### src/rtl/core/grs_pkg.sv
// shared types and constants of the group reverse stream core
`timescale 1ns / 1ps
`default_nettype none

package grs_pkg;

   localparam int MAX_GROUP_DEFAULT = 16;
   localparam int GSIZE_W = 5;
   localparam logic [GSIZE_W-1:0] GSIZE_RESET = 5'd1;
   // wide enough for the largest supported group
   localparam int DESC_CNT_W = 7;

   typedef struct packed {
      logic signed [31:0] value;
      logic               end_of_list;
   } req_type;

   typedef struct packed {
      logic signed [31:0] value_out;
      logic               last_of_run;
      logic               last_of_list;
   } rsp_type;

   typedef struct packed {
      logic                  bank;
      logic [DESC_CNT_W-1:0] count;
      logic                  last;
   } desc_type;

endpackage

`default_nettype wire

### src/rtl/core/grs_front.sv
// front end: takes requests, fills the active bank and closes groups
`timescale 1ns / 1ps
`default_nettype none

module grs_front
   import grs_pkg::*;
#(
   parameter int MAX_GROUP = MAX_GROUP_DEFAULT,
   localparam int AW = (MAX_GROUP > 1) ? $clog2(MAX_GROUP) : 1
) (
   input  logic               clock,
   input  logic               reset,
   input  logic               csr_we,
   input  logic [GSIZE_W-1:0] csr_wdata,
   input  logic               req_valid,
   output logic               req_ready,
   input  req_type            req_data,
   output logic               wr_en,
   output logic [AW:0]        wr_addr,
   output logic [31:0]        wr_data,
   output logic               q_valid,
   input  logic               q_ready,
   output desc_type           q_data,
   input  logic               bank_free,
   input  logic               bank_free_id
);

   localparam int CW = $clog2(MAX_GROUP + 1);
   localparam int KW = (CW > GSIZE_W) ? CW : GSIZE_W;
   localparam logic [KW-1:0] MAX_K = KW'(MAX_GROUP);

   logic [GSIZE_W-1:0] gsize_ff, gsize_in;
   logic [CW-1:0]      fill_ff, fill_in;
   logic               bank_ff, bank_in;
   logic [1:0]         busy_ff, busy_in;
   logic [KW-1:0]      gsize_ext;
   logic [KW-1:0]      k_eff;
   logic [CW-1:0]      fill_next;
   logic               accept;
   logic               flush;

   // sizes above MAX_GROUP clamp to it, zero behaves as one
   always_comb begin
      gsize_ext = KW'(gsize_ff);
      priority if (gsize_ext > MAX_K) begin
         k_eff = MAX_K;
      end else if (gsize_ext == '0) begin
         k_eff = KW'(1);
      end else begin
         k_eff = gsize_ext;
      end
   end

   assign req_ready = !busy_ff[bank_ff] && q_ready;
   assign accept    = req_valid && req_ready;
   // a group always closes before the bank overflows
   assign fill_next = fill_ff + CW'(1);
   assign flush     = accept && ((KW'(fill_next) >= k_eff) || req_data.end_of_list);

   assign wr_en   = accept;
   assign wr_addr = {bank_ff, fill_ff[AW-1:0]};
   assign wr_data = req_data.value;

   assign q_valid      = flush;
   assign q_data.bank  = bank_ff;
   assign q_data.count = DESC_CNT_W'(fill_next);
   assign q_data.last  = req_data.end_of_list;

   always_comb begin
      gsize_in = csr_we ? csr_wdata : gsize_ff;
      fill_in  = fill_ff;
      bank_in  = bank_ff;
      busy_in  = busy_ff;
      if (bank_free) begin
         busy_in[bank_free_id] = 1'b0;
      end
      if (flush) begin
         busy_in[bank_ff] = 1'b1;
         bank_in          = ~bank_ff;
         fill_in          = '0;
      end else if (accept) begin
         fill_in = fill_next;
      end
   end

   always_ff @(posedge clock) begin
      if (reset) begin
         gsize_ff <= GSIZE_RESET;
         fill_ff  <= '0;
         bank_ff  <= 1'b0;
         busy_ff  <= '0;
      end else begin
         gsize_ff <= gsize_in;
         fill_ff  <= fill_in;
         bank_ff  <= bank_in;
         busy_ff  <= busy_in;
      end
   end

endmodule

`default_nettype wire

### src/rtl/core/grs_queue.sv
// two-entry queue of closed-group descriptors between front and back
`timescale 1ns / 1ps
`default_nettype none

module grs_queue
   import grs_pkg::*;
(
   input  logic     clock,
   input  logic     reset,
   input  logic     push_valid,
   output logic     push_ready,
   input  desc_type push_data,
   output logic     pop_valid,
   input  logic     pop_ready,
   output desc_type pop_data
);

   desc_type   ent_ff [2];
   logic       wptr_ff, wptr_in;
   logic       rptr_ff, rptr_in;
   logic [1:0] cnt_ff, cnt_in;
   logic       push;
   logic       pop;

   assign push_ready = (cnt_ff != 2'd2);
   assign pop_valid  = (cnt_ff != 2'd0);
   assign pop_data   = ent_ff[rptr_ff];
   assign push       = push_valid && push_ready;
   assign pop        = pop_valid && pop_ready;

   always_comb begin
      wptr_in = push ? ~wptr_ff : wptr_ff;
      rptr_in = pop ? ~rptr_ff : rptr_ff;
      cnt_in  = cnt_ff + 2'(push) - 2'(pop);
   end

   always_ff @(posedge clock) begin
      if (push) begin
         ent_ff[wptr_ff] <= push_data;
      end
   end

   always_ff @(posedge clock) begin
      if (reset) begin
         wptr_ff <= 1'b0;
         rptr_ff <= 1'b0;
         cnt_ff  <= '0;
      end else begin
         wptr_ff <= wptr_in;
         rptr_ff <= rptr_in;
         cnt_ff  <= cnt_in;
      end
   end

endmodule

`default_nettype wire

### src/rtl/core/grs_buf.sv
// two-bank group buffer, one write and one registered read per cycle
`timescale 1ns / 1ps
`default_nettype none

module grs_buf
   import grs_pkg::*;
#(
   parameter int MAX_GROUP = MAX_GROUP_DEFAULT,
   localparam int AW = (MAX_GROUP > 1) ? $clog2(MAX_GROUP) : 1
) (
   input  logic        clock,
   input  logic        wr_en,
   input  logic [AW:0] wr_addr,
   input  logic [31:0] wr_data,
   input  logic        rd_en,
   input  logic [AW:0] rd_addr,
   output logic [31:0] rd_data
);

   localparam int DEPTH = 2 ** (AW + 1);

   logic [31:0] mem_ff [DEPTH];
   logic [31:0] rd_data_ff;

   always_ff @(posedge clock) begin
      if (wr_en) begin
         mem_ff[wr_addr] <= wr_data;
      end
   end

   // read data holds until the next read
   always_ff @(posedge clock) begin
      if (rd_en) begin
         rd_data_ff <= mem_ff[rd_addr];
      end
   end

   assign rd_data = rd_data_ff;

endmodule

`default_nettype wire

### src/rtl/core/grs_back.sv
// back end: drains a closed group newest first into the response register
`timescale 1ns / 1ps
`default_nettype none

module grs_back
   import grs_pkg::*;
#(
   parameter int MAX_GROUP = MAX_GROUP_DEFAULT,
   localparam int AW = (MAX_GROUP > 1) ? $clog2(MAX_GROUP) : 1
) (
   input  logic        clock,
   input  logic        reset,
   input  logic        q_valid,
   output logic        q_ready,
   input  desc_type    q_data,
   output logic        rd_en,
   output logic [AW:0] rd_addr,
   input  logic [31:0] rd_data,
   output logic        bank_free,
   output logic        bank_free_id,
   output logic        rsp_valid,
   input  logic        rsp_ready,
   output rsp_type     rsp_data
);

   logic          act_ff, act_in;
   logic          bank_ff, bank_in;
   logic [AW-1:0] idx_ff, idx_in;
   logic          last_ff, last_in;
   logic          s2_valid_ff, s2_valid_in;
   logic          s2_lor_ff, s2_lor_in;
   logic          s2_lol_ff, s2_lol_in;
   logic          out_valid_ff, out_valid_in;
   rsp_type       out_data_ff, out_data_in;
   logic          out_take;
   logic          s2_move;
   logic          issue;
   logic          fin;
   logic          pop;

   assign out_take = !out_valid_ff || rsp_ready;
   assign s2_move  = s2_valid_ff && out_take;
   assign issue    = act_ff && (!s2_valid_ff || s2_move);
   assign fin      = issue && (idx_ff == '0);
   // next descriptor is taken as the last read of the current one goes out
   assign q_ready  = !act_ff || fin;
   assign pop      = q_valid && q_ready;

   assign rd_en        = issue;
   assign rd_addr      = {bank_ff, idx_ff};
   assign bank_free    = fin;
   assign bank_free_id = bank_ff;

   assign rsp_valid = out_valid_ff;
   assign rsp_data  = out_data_ff;

   always_comb begin
      act_in       = act_ff;
      bank_in      = bank_ff;
      idx_in       = idx_ff;
      last_in      = last_ff;
      s2_valid_in  = s2_valid_ff;
      s2_lor_in    = s2_lor_ff;
      s2_lol_in    = s2_lol_ff;
      out_valid_in = out_valid_ff;
      out_data_in  = out_data_ff;

      if (pop) begin
         act_in  = 1'b1;
         bank_in = q_data.bank;
         idx_in  = AW'(q_data.count - DESC_CNT_W'(1));
         last_in = q_data.last;
      end else if (fin) begin
         act_in = 1'b0;
      end else if (issue) begin
         idx_in = idx_ff - AW'(1);
      end

      if (issue) begin
         s2_valid_in = 1'b1;
         s2_lor_in   = (idx_ff == '0);
         s2_lol_in   = (idx_ff == '0) && last_ff;
      end else if (s2_move) begin
         s2_valid_in = 1'b0;
      end

      if (s2_move) begin
         out_valid_in             = 1'b1;
         out_data_in.value_out    = rd_data;
         out_data_in.last_of_run  = s2_lor_ff;
         out_data_in.last_of_list = s2_lol_ff;
      end else if (rsp_ready) begin
         out_valid_in = 1'b0;
      end
   end

   always_ff @(posedge clock) begin
      bank_ff     <= bank_in;
      idx_ff      <= idx_in;
      last_ff     <= last_in;
      s2_lor_ff   <= s2_lor_in;
      s2_lol_ff   <= s2_lol_in;
      out_data_ff <= out_data_in;
   end

   always_ff @(posedge clock) begin
      if (reset) begin
         act_ff       <= 1'b0;
         s2_valid_ff  <= 1'b0;
         out_valid_ff <= 1'b0;
      end else begin
         act_ff       <= act_in;
         s2_valid_ff  <= s2_valid_in;
         out_valid_ff <= out_valid_in;
      end
   end

endmodule

`default_nettype wire

### src/rtl/core/group_reverse_stream_core.sv
// top level of the group reverse stream core
//
// Requests (req_valid/req_ready, req_data) carry one signed 32-bit value and an
// end_of_list flag. Values gather into groups of csr group size (0 or 1 passes
// each value through, sizes above MAX_GROUP act as MAX_GROUP); a full group, or
// whatever is held when end_of_list arrives, leaves on the response channel
// (rsp_valid/rsp_ready, rsp_data) newest first. last_of_run marks the final
// value of each group, last_of_list the final value of the list.
// Throughput: one request per cycle while a buffer bank is free, one response
// per cycle while rsp_ready is high; two banks let one group drain while the
// next fills. The first response of a group follows the request that closes
// it through the descriptor queue, the back end's group registers, the buffer
// read register and the output register.
// Reset clears the group size to 1 and empties banks, queue and output.
// The user must write the group size through csr_we/csr_wdata only while idle; the block itself does not enforce it.
// When the receiver stalls, the response holds and the filling bank keeps
// taking requests until its group closes with the other bank still busy.
`timescale 1ns / 1ps
`default_nettype none

module group_reverse_stream_core
   import grs_pkg::*;
#(
   parameter int MAX_GROUP = MAX_GROUP_DEFAULT
) (
   input  logic               clock,
   input  logic               reset,
   input  logic               csr_we,
   input  logic [GSIZE_W-1:0] csr_wdata,
   input  logic               req_valid,
   output logic               req_ready,
   input  req_type            req_data,
   output logic               rsp_valid,
   input  logic               rsp_ready,
   output rsp_type            rsp_data
);

   localparam int AW = (MAX_GROUP > 1) ? $clog2(MAX_GROUP) : 1;

   logic        wr_en;
   logic [AW:0] wr_addr;
   logic [31:0] wr_data;
   logic        rd_en;
   logic [AW:0] rd_addr;
   logic [31:0] rd_data;
   logic        fq_valid;
   logic        fq_ready;
   desc_type    fq_data;
   logic        qb_valid;
   logic        qb_ready;
   desc_type    qb_data;
   logic        bank_free;
   logic        bank_free_id;

   grs_front #(.MAX_GROUP(MAX_GROUP)) u_front (
      .clock        (clock),
      .reset        (reset),
      .csr_we       (csr_we),
      .csr_wdata    (csr_wdata),
      .req_valid    (req_valid),
      .req_ready    (req_ready),
      .req_data     (req_data),
      .wr_en        (wr_en),
      .wr_addr      (wr_addr),
      .wr_data      (wr_data),
      .q_valid      (fq_valid),
      .q_ready      (fq_ready),
      .q_data       (fq_data),
      .bank_free    (bank_free),
      .bank_free_id (bank_free_id)
   );

   grs_queue u_queue (
      .clock      (clock),
      .reset      (reset),
      .push_valid (fq_valid),
      .push_ready (fq_ready),
      .push_data  (fq_data),
      .pop_valid  (qb_valid),
      .pop_ready  (qb_ready),
      .pop_data   (qb_data)
   );

   grs_buf #(.MAX_GROUP(MAX_GROUP)) u_buf (
      .clock   (clock),
      .wr_en   (wr_en),
      .wr_addr (wr_addr),
      .wr_data (wr_data),
      .rd_en   (rd_en),
      .rd_addr (rd_addr),
      .rd_data (rd_data)
   );

   grs_back #(.MAX_GROUP(MAX_GROUP)) u_back (
      .clock        (clock),
      .reset        (reset),
      .q_valid      (qb_valid),
      .q_ready      (qb_ready),
      .q_data       (qb_data),
      .rd_en        (rd_en),
      .rd_addr      (rd_addr),
      .rd_data      (rd_data),
      .bank_free    (bank_free),
      .bank_free_id (bank_free_id),
      .rsp_valid    (rsp_valid),
      .rsp_ready    (rsp_ready),
      .rsp_data     (rsp_data)
   );

endmodule

`default_nettype wire

### config.mk
export PLATFORM = sky130hd
export DESIGN_NAME = group_reverse_stream_core
export DESIGN_NICKNAME = d
export VERILOG_FILES = /design/src/rtl/core/grs_pkg.sv /design/src/rtl/core/grs_front.sv /design/src/rtl/core/grs_queue.sv /design/src/rtl/core/grs_buf.sv /design/src/rtl/core/grs_back.sv /design/src/rtl/core/group_reverse_stream_core.sv
export SDC_FILE = /design/constraint.sdc
export NUM_CORES = 1
export LEC_CHECK = 0
export ABC_AREA = 0
export BUFFER_PORTS_ARGS = -buffer_cell sky130_fd_sc_hd__buf_2
export CORE_MARGIN = 5
export CORE_UTILIZATION = 55
export DETAILED_ROUTE_END_ITERATION = 12
export PLACE_DENSITY_LB_ADDON = 0.08
export SLEW_MARGIN = 20
export SYNTH_ARGS = -nofsm -noshare
export SYNTH_HDL_FRONTEND = slang
export SYNTH_SLANG_ARGS = --single-unit
### constraint.sdc
create_clock -name clock -period 4.35 [get_ports clock]
set_input_delay 1.0875 -clock clock [delete_from_list [all_inputs] [get_ports clock]]
set_output_delay 1.0875 -clock clock [all_outputs]
set_load 0.1 [all_outputs]
==> metrics.yaml, run 1 <==
clock_skew_ns: 0.0164
dp_hpwl_um: 64000
final_area_mm2: 0.0489
ys_dominant_reg_cell: "edfxtp_1"
io_pins: 79
peakVddDrop_mv: 0.395
postCtsResizedCells: 0
path_clk_slew_ns: 0.06
drt-total-wl_um: 105000
worstSetupStartpointType: "flip-flop"
hp-class: "flip-flop to flip-flop"
fin_nets: 2369
async_flop_share: 0
postCtsHoldBufs: 0
core_mm2: 0.0775
synth_edf_count: 1110
worst_pin_slew_ns: 1.10
vias: 21200
chipWidth_um: 290
drc: 0
place_area_mm2: 0.0453
synth_top_area_frac: 0.775
regArea_mm2: 0.0338
drt_iter0_markers: 2237
cts_tree: "built"
ys_ff_latch: 1131
synth_nets: 2216
clkLatencyLatePin_ns: 0.66
cts_setup_buffers: 0
cts_htree_levels: 3
rows: 102
start_util: 0.556
yosysWarnings: 0
end_kind: "output pin"
die_y_um: 290
multi_input_area_mm2: 0.00904
grt_start_max_net_pins: 65
synthCells: 2162
power.density_mw_per_mm2: 622
preCtsSetupSlack_ns: 1.16
synthesis.area_mm2: 0.0430
finalSetupTns_ns: 0
cap_viol_max_count: 0
synth_top_area_cell: "edfxtp_1"
path_buf_inv: 1
netlist_top_cells_area: "edfxtp_1 (77%), mux4_2 (6.7%), mux2i_1 (6.2%), a22oi_1 (2.2%), nor2b_1 (1.0%)"
detail_route.wl_per_cell_um: 30.4
min_period_ns: 3.40
grt_pass1_vias: 21200
gp_congestion: 0.931
final.period_utilization: 0.782
hold_viol_final: 0
required_ns: 3.26
dieArea_mm2: 0.0839
fill_cells: 5334
layout_commonest_cell: "edfxtp_1"
rsz0062_at_grt: "false"
p_leak_nw: 16.1
clk_path_buf_depth: 3
synth-seq-area-share: 0.784
crit_arrival_ns: 2.31
mostFrequentLayoutCells: "edfxtp_1 (1110), mux2i_1 (265), mux4_2 (128), a22oi_1 (128), clkbuf_16 (117)"
cts.sinks: 1131
drv_slew: 0
yosys.cell_types.count: 42
cts_inserted_buffers: 113
cts_root_buf: "clkbuf_16"
vias_per_cell: 6.17
drive_gt1_frac: 0.202
path_class: "flip-flop to output pin"
firstDrtPassIters: 6
setup_violations: 0
crit_path_max_fanout: 16
syn_to_final_growth_pct: 13.7
fmax_mhz: 294
portBuffers: 78
grt_use_total: 0.251
slowest_stage: "dfxtp_1"
grt-ovfl-total: 0
grt_pass1_wl_um: 151000
cp_top_family: "flip-flops"
postRouteAntennaNets: 0
syn_area_per_cell_um2: 19.9
antenna_found_initial: 6
slowest_delay_ns: 0.70
finalWorstSetupSlack_ns: 0.949
slew_headroom: 0.266
whs_ns: 0.415
path_cells: "mux2i_1, and2_1, buf_2"
outcome: "finished clean"
==> metal layers <==
metal,vias to the layer above,track usage,share of wire
li1,9132,-,-
met1,11300,0.355,0.41
met2,695,0.421,0.51
met3,139,0.0361,0.055
met4,4,0.0618,0.024
met5,-,0,0.00024
==> cells in the mapped netlist (2+ instances only) <==
master,count
a211oi_1,2
a21o_1,2
a21oi_1,71
a22oi_1,128
a31oi_1,2
and2_1,3
and3_1,3
buf_1,3
buf_2,61
clkbuf_1,48
dfxtp_1,21
edfxtp_1,1110
ha_1,11
inv_1,11
mux2_2,4
mux2i_1,265
mux4_2,128
nand2_1,13
nand2b_1,4
nand3_1,69
nand3b_1,3
nand4_1,32
nor2_1,51
nor2b_1,69
nor3_1,10
nor3b_1,3
o21ai_0,5
o21ai_4,2
o2bb2ai_1,2
or3_1,3
or3b_2,2
xnor2_1,5
xor2_1,7
==> layout make-up <==
cell class                 instances  share of cell area
clock buffer                     138              0.0614
tap                             1040              0.0266
clock inverter                    65              0.0126
inverter                          11            0.000844
sequential                      1131               0.690
antenna                            2            0.000102
timing repair buffer             152              0.0241
multi-input combinational        906               0.185
==> power breakdown <==
part	internal, W	total [W]	leakage [nW]	switching (W)
Combinational	0.00298	0.00784	4.15	0.00486
Sequential	0.0127	0.0131	10.2	0.000378
Clock	0.00558	0.00951	1.76	0.00393
Total	0.0213	0.0304	16.1	0.00917
==> registers in the layout, indices dropped and copies added, names as in the netlist, 2 cells and up, named ones only <==
signal / count
u_queue.cnt_ff: 2
u_front.busy_ff: 2
u_back.rsp_data: 34
u_buf.rd_data: 32
u_queue.ent_ff: 12
u_back.idx_ff: 4
u_front.fill_ff: 5
u_front.gsize_ext: 5
u_buf.mem_ff: 1024
==> path summary, 6_finish.rpt <==
check / startpoint / end / slack, ns / cells past startpoint
worst max-delay path: u_front.bank_ff / req_ready / 0.95 / 3
worst min-delay path: u_buf.rd_data[9] / u_back.rsp_data[11] / 0.42 / 0
worst max register to register: u_back.idx_ff[2] / u_buf.rd_data[4] / 1.34 / 6
worst min register to register: u_buf.rd_data[9] / u_back.rsp_data[11] / 0.42 / 0
==> per-stage QoR <==
step	util	instances	power, W
floorplan	-	2162	0.0184
global placement	0.585	3239	0.0212
detailed placement	0.585	3240	0.0213
CTS	0.632	3443	0.0307
global route	0.632	3443	0.0316
finish	0.632	3445	0.0304
==> worst reg2reg max path, cell delays in order, from the launching register on <==
cell and delay [ns]:
edfxtp_1 1.08, buf_12 0.39, buf_12 0.39, mux2i_1 0.17
a22oi_1 0.39, nand3_1 0.29, nand4_1 0.17
==> cell families (layout without fill, tap and decap cells) <==
| logic type | Yosys count | after routing | share of synthesized area |
|---|---|---|---|
| DFF | 1131 | 1131 | 0.784 |
| muxes | 397 | 397 | 0.130 |
| and+or+nand+nor | 268 | 268 | 0.0334 |
| AOI/OAI and AO/OA | 218 | 218 | 0.0340 |
| buffers and inverters | 125 | 366 | 0.0129 |
| xor gates and xnor gates | 12 | 12 | 0.00244 |
| adders and majority gates | 11 | 11 | 0.00320 |
| other | 0 | 2 | 0 |
(Power assumes the default switching activity.)
==> run 2, diff against run 1 <==
==> constraint.sdc (replaced) <==
create_clock -name clock -period 2.8 [get_ports clock]
set_input_delay 0.7 -clock clock [delete_from_list [all_inputs] [get_ports clock]]
set_output_delay 0.7 -clock clock [all_outputs]
set_load 0.1 [all_outputs]
==> metrics.yaml, run 2 (same netlist as run 1, synthesis figures left out) <==
outcome: "finished clean"
multi_input_area_mm2: 0.00905  # about the same
drt_iter0_markers: 2173  # -2.9%
mostFrequentLayoutCells: "edfxtp_1 (1110), mux2i_1 (265), mux4_2 (128), a22oi_1 (128), clkbuf_16 (113)"
cts.sinks: 1131  # unchanged
fill_cells: 5348  # +0.26%
cts_inserted_buffers: 111  # -1.8%
rows: 102  # unchanged
preCtsSetupSlack_ns: 0.240  # -0.924 ns
drv_slew: 0  # unchanged
final.period_utilization: 0.938
drive_gt1_frac: 0.214  # +0.0120
grt-ovfl-total: 0  # unchanged
drc: 0  # unchanged
finalWorstSetupSlack_ns: 0.174  # -0.775 ns
grt_start_max_net_pins: 60  # -7.7%
cap_viol_max_count: 0  # unchanged
hp-class: "primary input to flip-flop"
core_mm2: 0.0775  # unchanged
crit_path_max_fanout: 2  # -14
antenna_found_initial: 3  # -3
power.density_mw_per_mm2: 943  # +52%
grt_use_total: 0.258  # +0.00673
start_util: 0.556  # unchanged
rsz0062_at_grt: "false"
setup_violations: 0  # unchanged
dp_hpwl_um: 60800  # -4.9%
layout_commonest_cell: "edfxtp_1"
path_class: "flip-flop to output pin"
final_area_mm2: 0.0495  # +1.2%
final_core_util: 0.639  # +0.00738
grt_pass1_wl_um: 154000  # +1.8%
detail_route.wl_per_cell_um: 30.8  # +1.5%
fmax_mhz: 381
largest_register_ffs: 1024  # unchanged
clock_skew_ns: 0.0209  # +0.00450 ns
drt-total-wl_um: 108000  # +2.9%
regArea_mm2: 0.0338  # unchanged
clk_path_buf_depth: 3  # unchanged
cts_htree_levels: 3  # unchanged
die_y_um: 290  # unchanged
chipWidth_um: 290  # unchanged
postRouteAntennaNets: 0  # unchanged
fin_nets: 2412  # +1.8%
worstSetupStartpointType: "flip-flop"
io_pins: 79  # unchanged
portBuffers: 78  # unchanged
largest-register: "u_buf.mem_ff"
required_ns: 2.10  # -1.16 ns
vias_per_cell: 6.24  # +1.1%
firstDrtPassIters: 5  # -1
cts_root_buf: "clkbuf_16"
path_clk_slew_ns: 0.06  # about the same
postCtsResizedCells: 0  # unchanged
hold_viol_final: 0  # unchanged
grt_pass1_vias: 22000  # +3.9%
min_period_ns: 2.63
p_leak_nw: 16.4  # +1.7%
slew_headroom: 0.386  # +0.120
dieArea_mm2: 0.0839  # unchanged
placed_cells: 3285  # +1.4%
worst_pin_slew_ns: 0.921  # -0.180 ns
syn_to_final_growth_pct: 15.0
crit_arrival_ns: 1.93  # -0.38 ns
cts_tree: "built"
fin_cells: 3492  # +1.4%
end_kind: "output pin"
gp_congestion: 0.775  # -17%
peakVddDrop_mv: 0.855  # +120%
cts_setup_buffers: 0  # unchanged
vias: 21800  # +2.5%
postCtsHoldBufs: 0  # unchanged
clkLatencyLatePin_ns: 0.67  # about the same
place_area_mm2: 0.0460  # +1.5%
## run 2: cell count changes in the layout (fill, tap and decap cells not counted), sizes merged
cell / previous run / this run
bufinv: 12 / 9
clkinvlp: 4 / 1
buf: 152 / 197
diode: 2 / 1
clkbuf: 138 / 142
inv: 13 / 14
clkinv: 47 / 51
## run 2: layout make-up
| cell class | instances | area share |
|---|---|---|
| Sequential cell | 1131 | 0.682 |
| Multi-Input combinational cell | 906 | 0.183 |
| Clock buffer | 142 | 0.0599 |
| Timing Repair Buffer | 197 | 0.0378 |
| Tap cell | 1040 | 0.0263 |
| Clock inverter | 64 | 0.0107 |
| Inverter | 11 | 0.000834 |
| Antenna cell | 1 | 0.0000505 |
## run 2: worst paths after layout
kind	startpoint	end	slack [ns]	cells past startpoint
min reg2reg	u_back.s2_lol_ff	u_back.rsp_data[0]	0.42	0
max reg2reg	u_front.fill_ff[0]	u_front.bank_ff	0.22	7
max	u_front.bank_ff	req_ready	0.17	3
min	req_data[0]	u_queue.ent_ff[1][0]	0.25	1
## run 2: through the flow
| step | total power [W] | hold WS (ns) | TNS (ns) |
|---|---|---|---|
| floorplan | 0.0286 | 0.400 | -213.70 |
| global placement | 0.0327 | 0.404 | 0 |
| detailed placement | 0.0328 | 0.412 | 0 |
| CTS | 0.0470 | 0.212 | 0 |
| global route | 0.0484 | 0.239 | 0 |
| finish | 0.0467 | 0.246 | 0 |
## run 2: power breakdown
group	total, W	internal, W	switching (W)
logic	0.0122	0.00483	0.00740
clock network	0.0143	0.00827	0.00607
registers	0.0201	0.0197	0.000395
total	0.0467	0.0328	0.0139
## run 2: routing by layer
layer	wire, µm	track usage	up-vias
met1	44900	0.369	11600
met4	2420	0.0665	4
met2	53300	0.424	772
met3	7040	0.0409	142
li1	-	-	9215
met5	20	0	-
## run 2: worst max-delay path, cell delays in order (launching register included)
cell	delay [ns]
dfxtp_1	0.35
mux2i_1	0.30
and2_1	0.19
buf_2	0.43
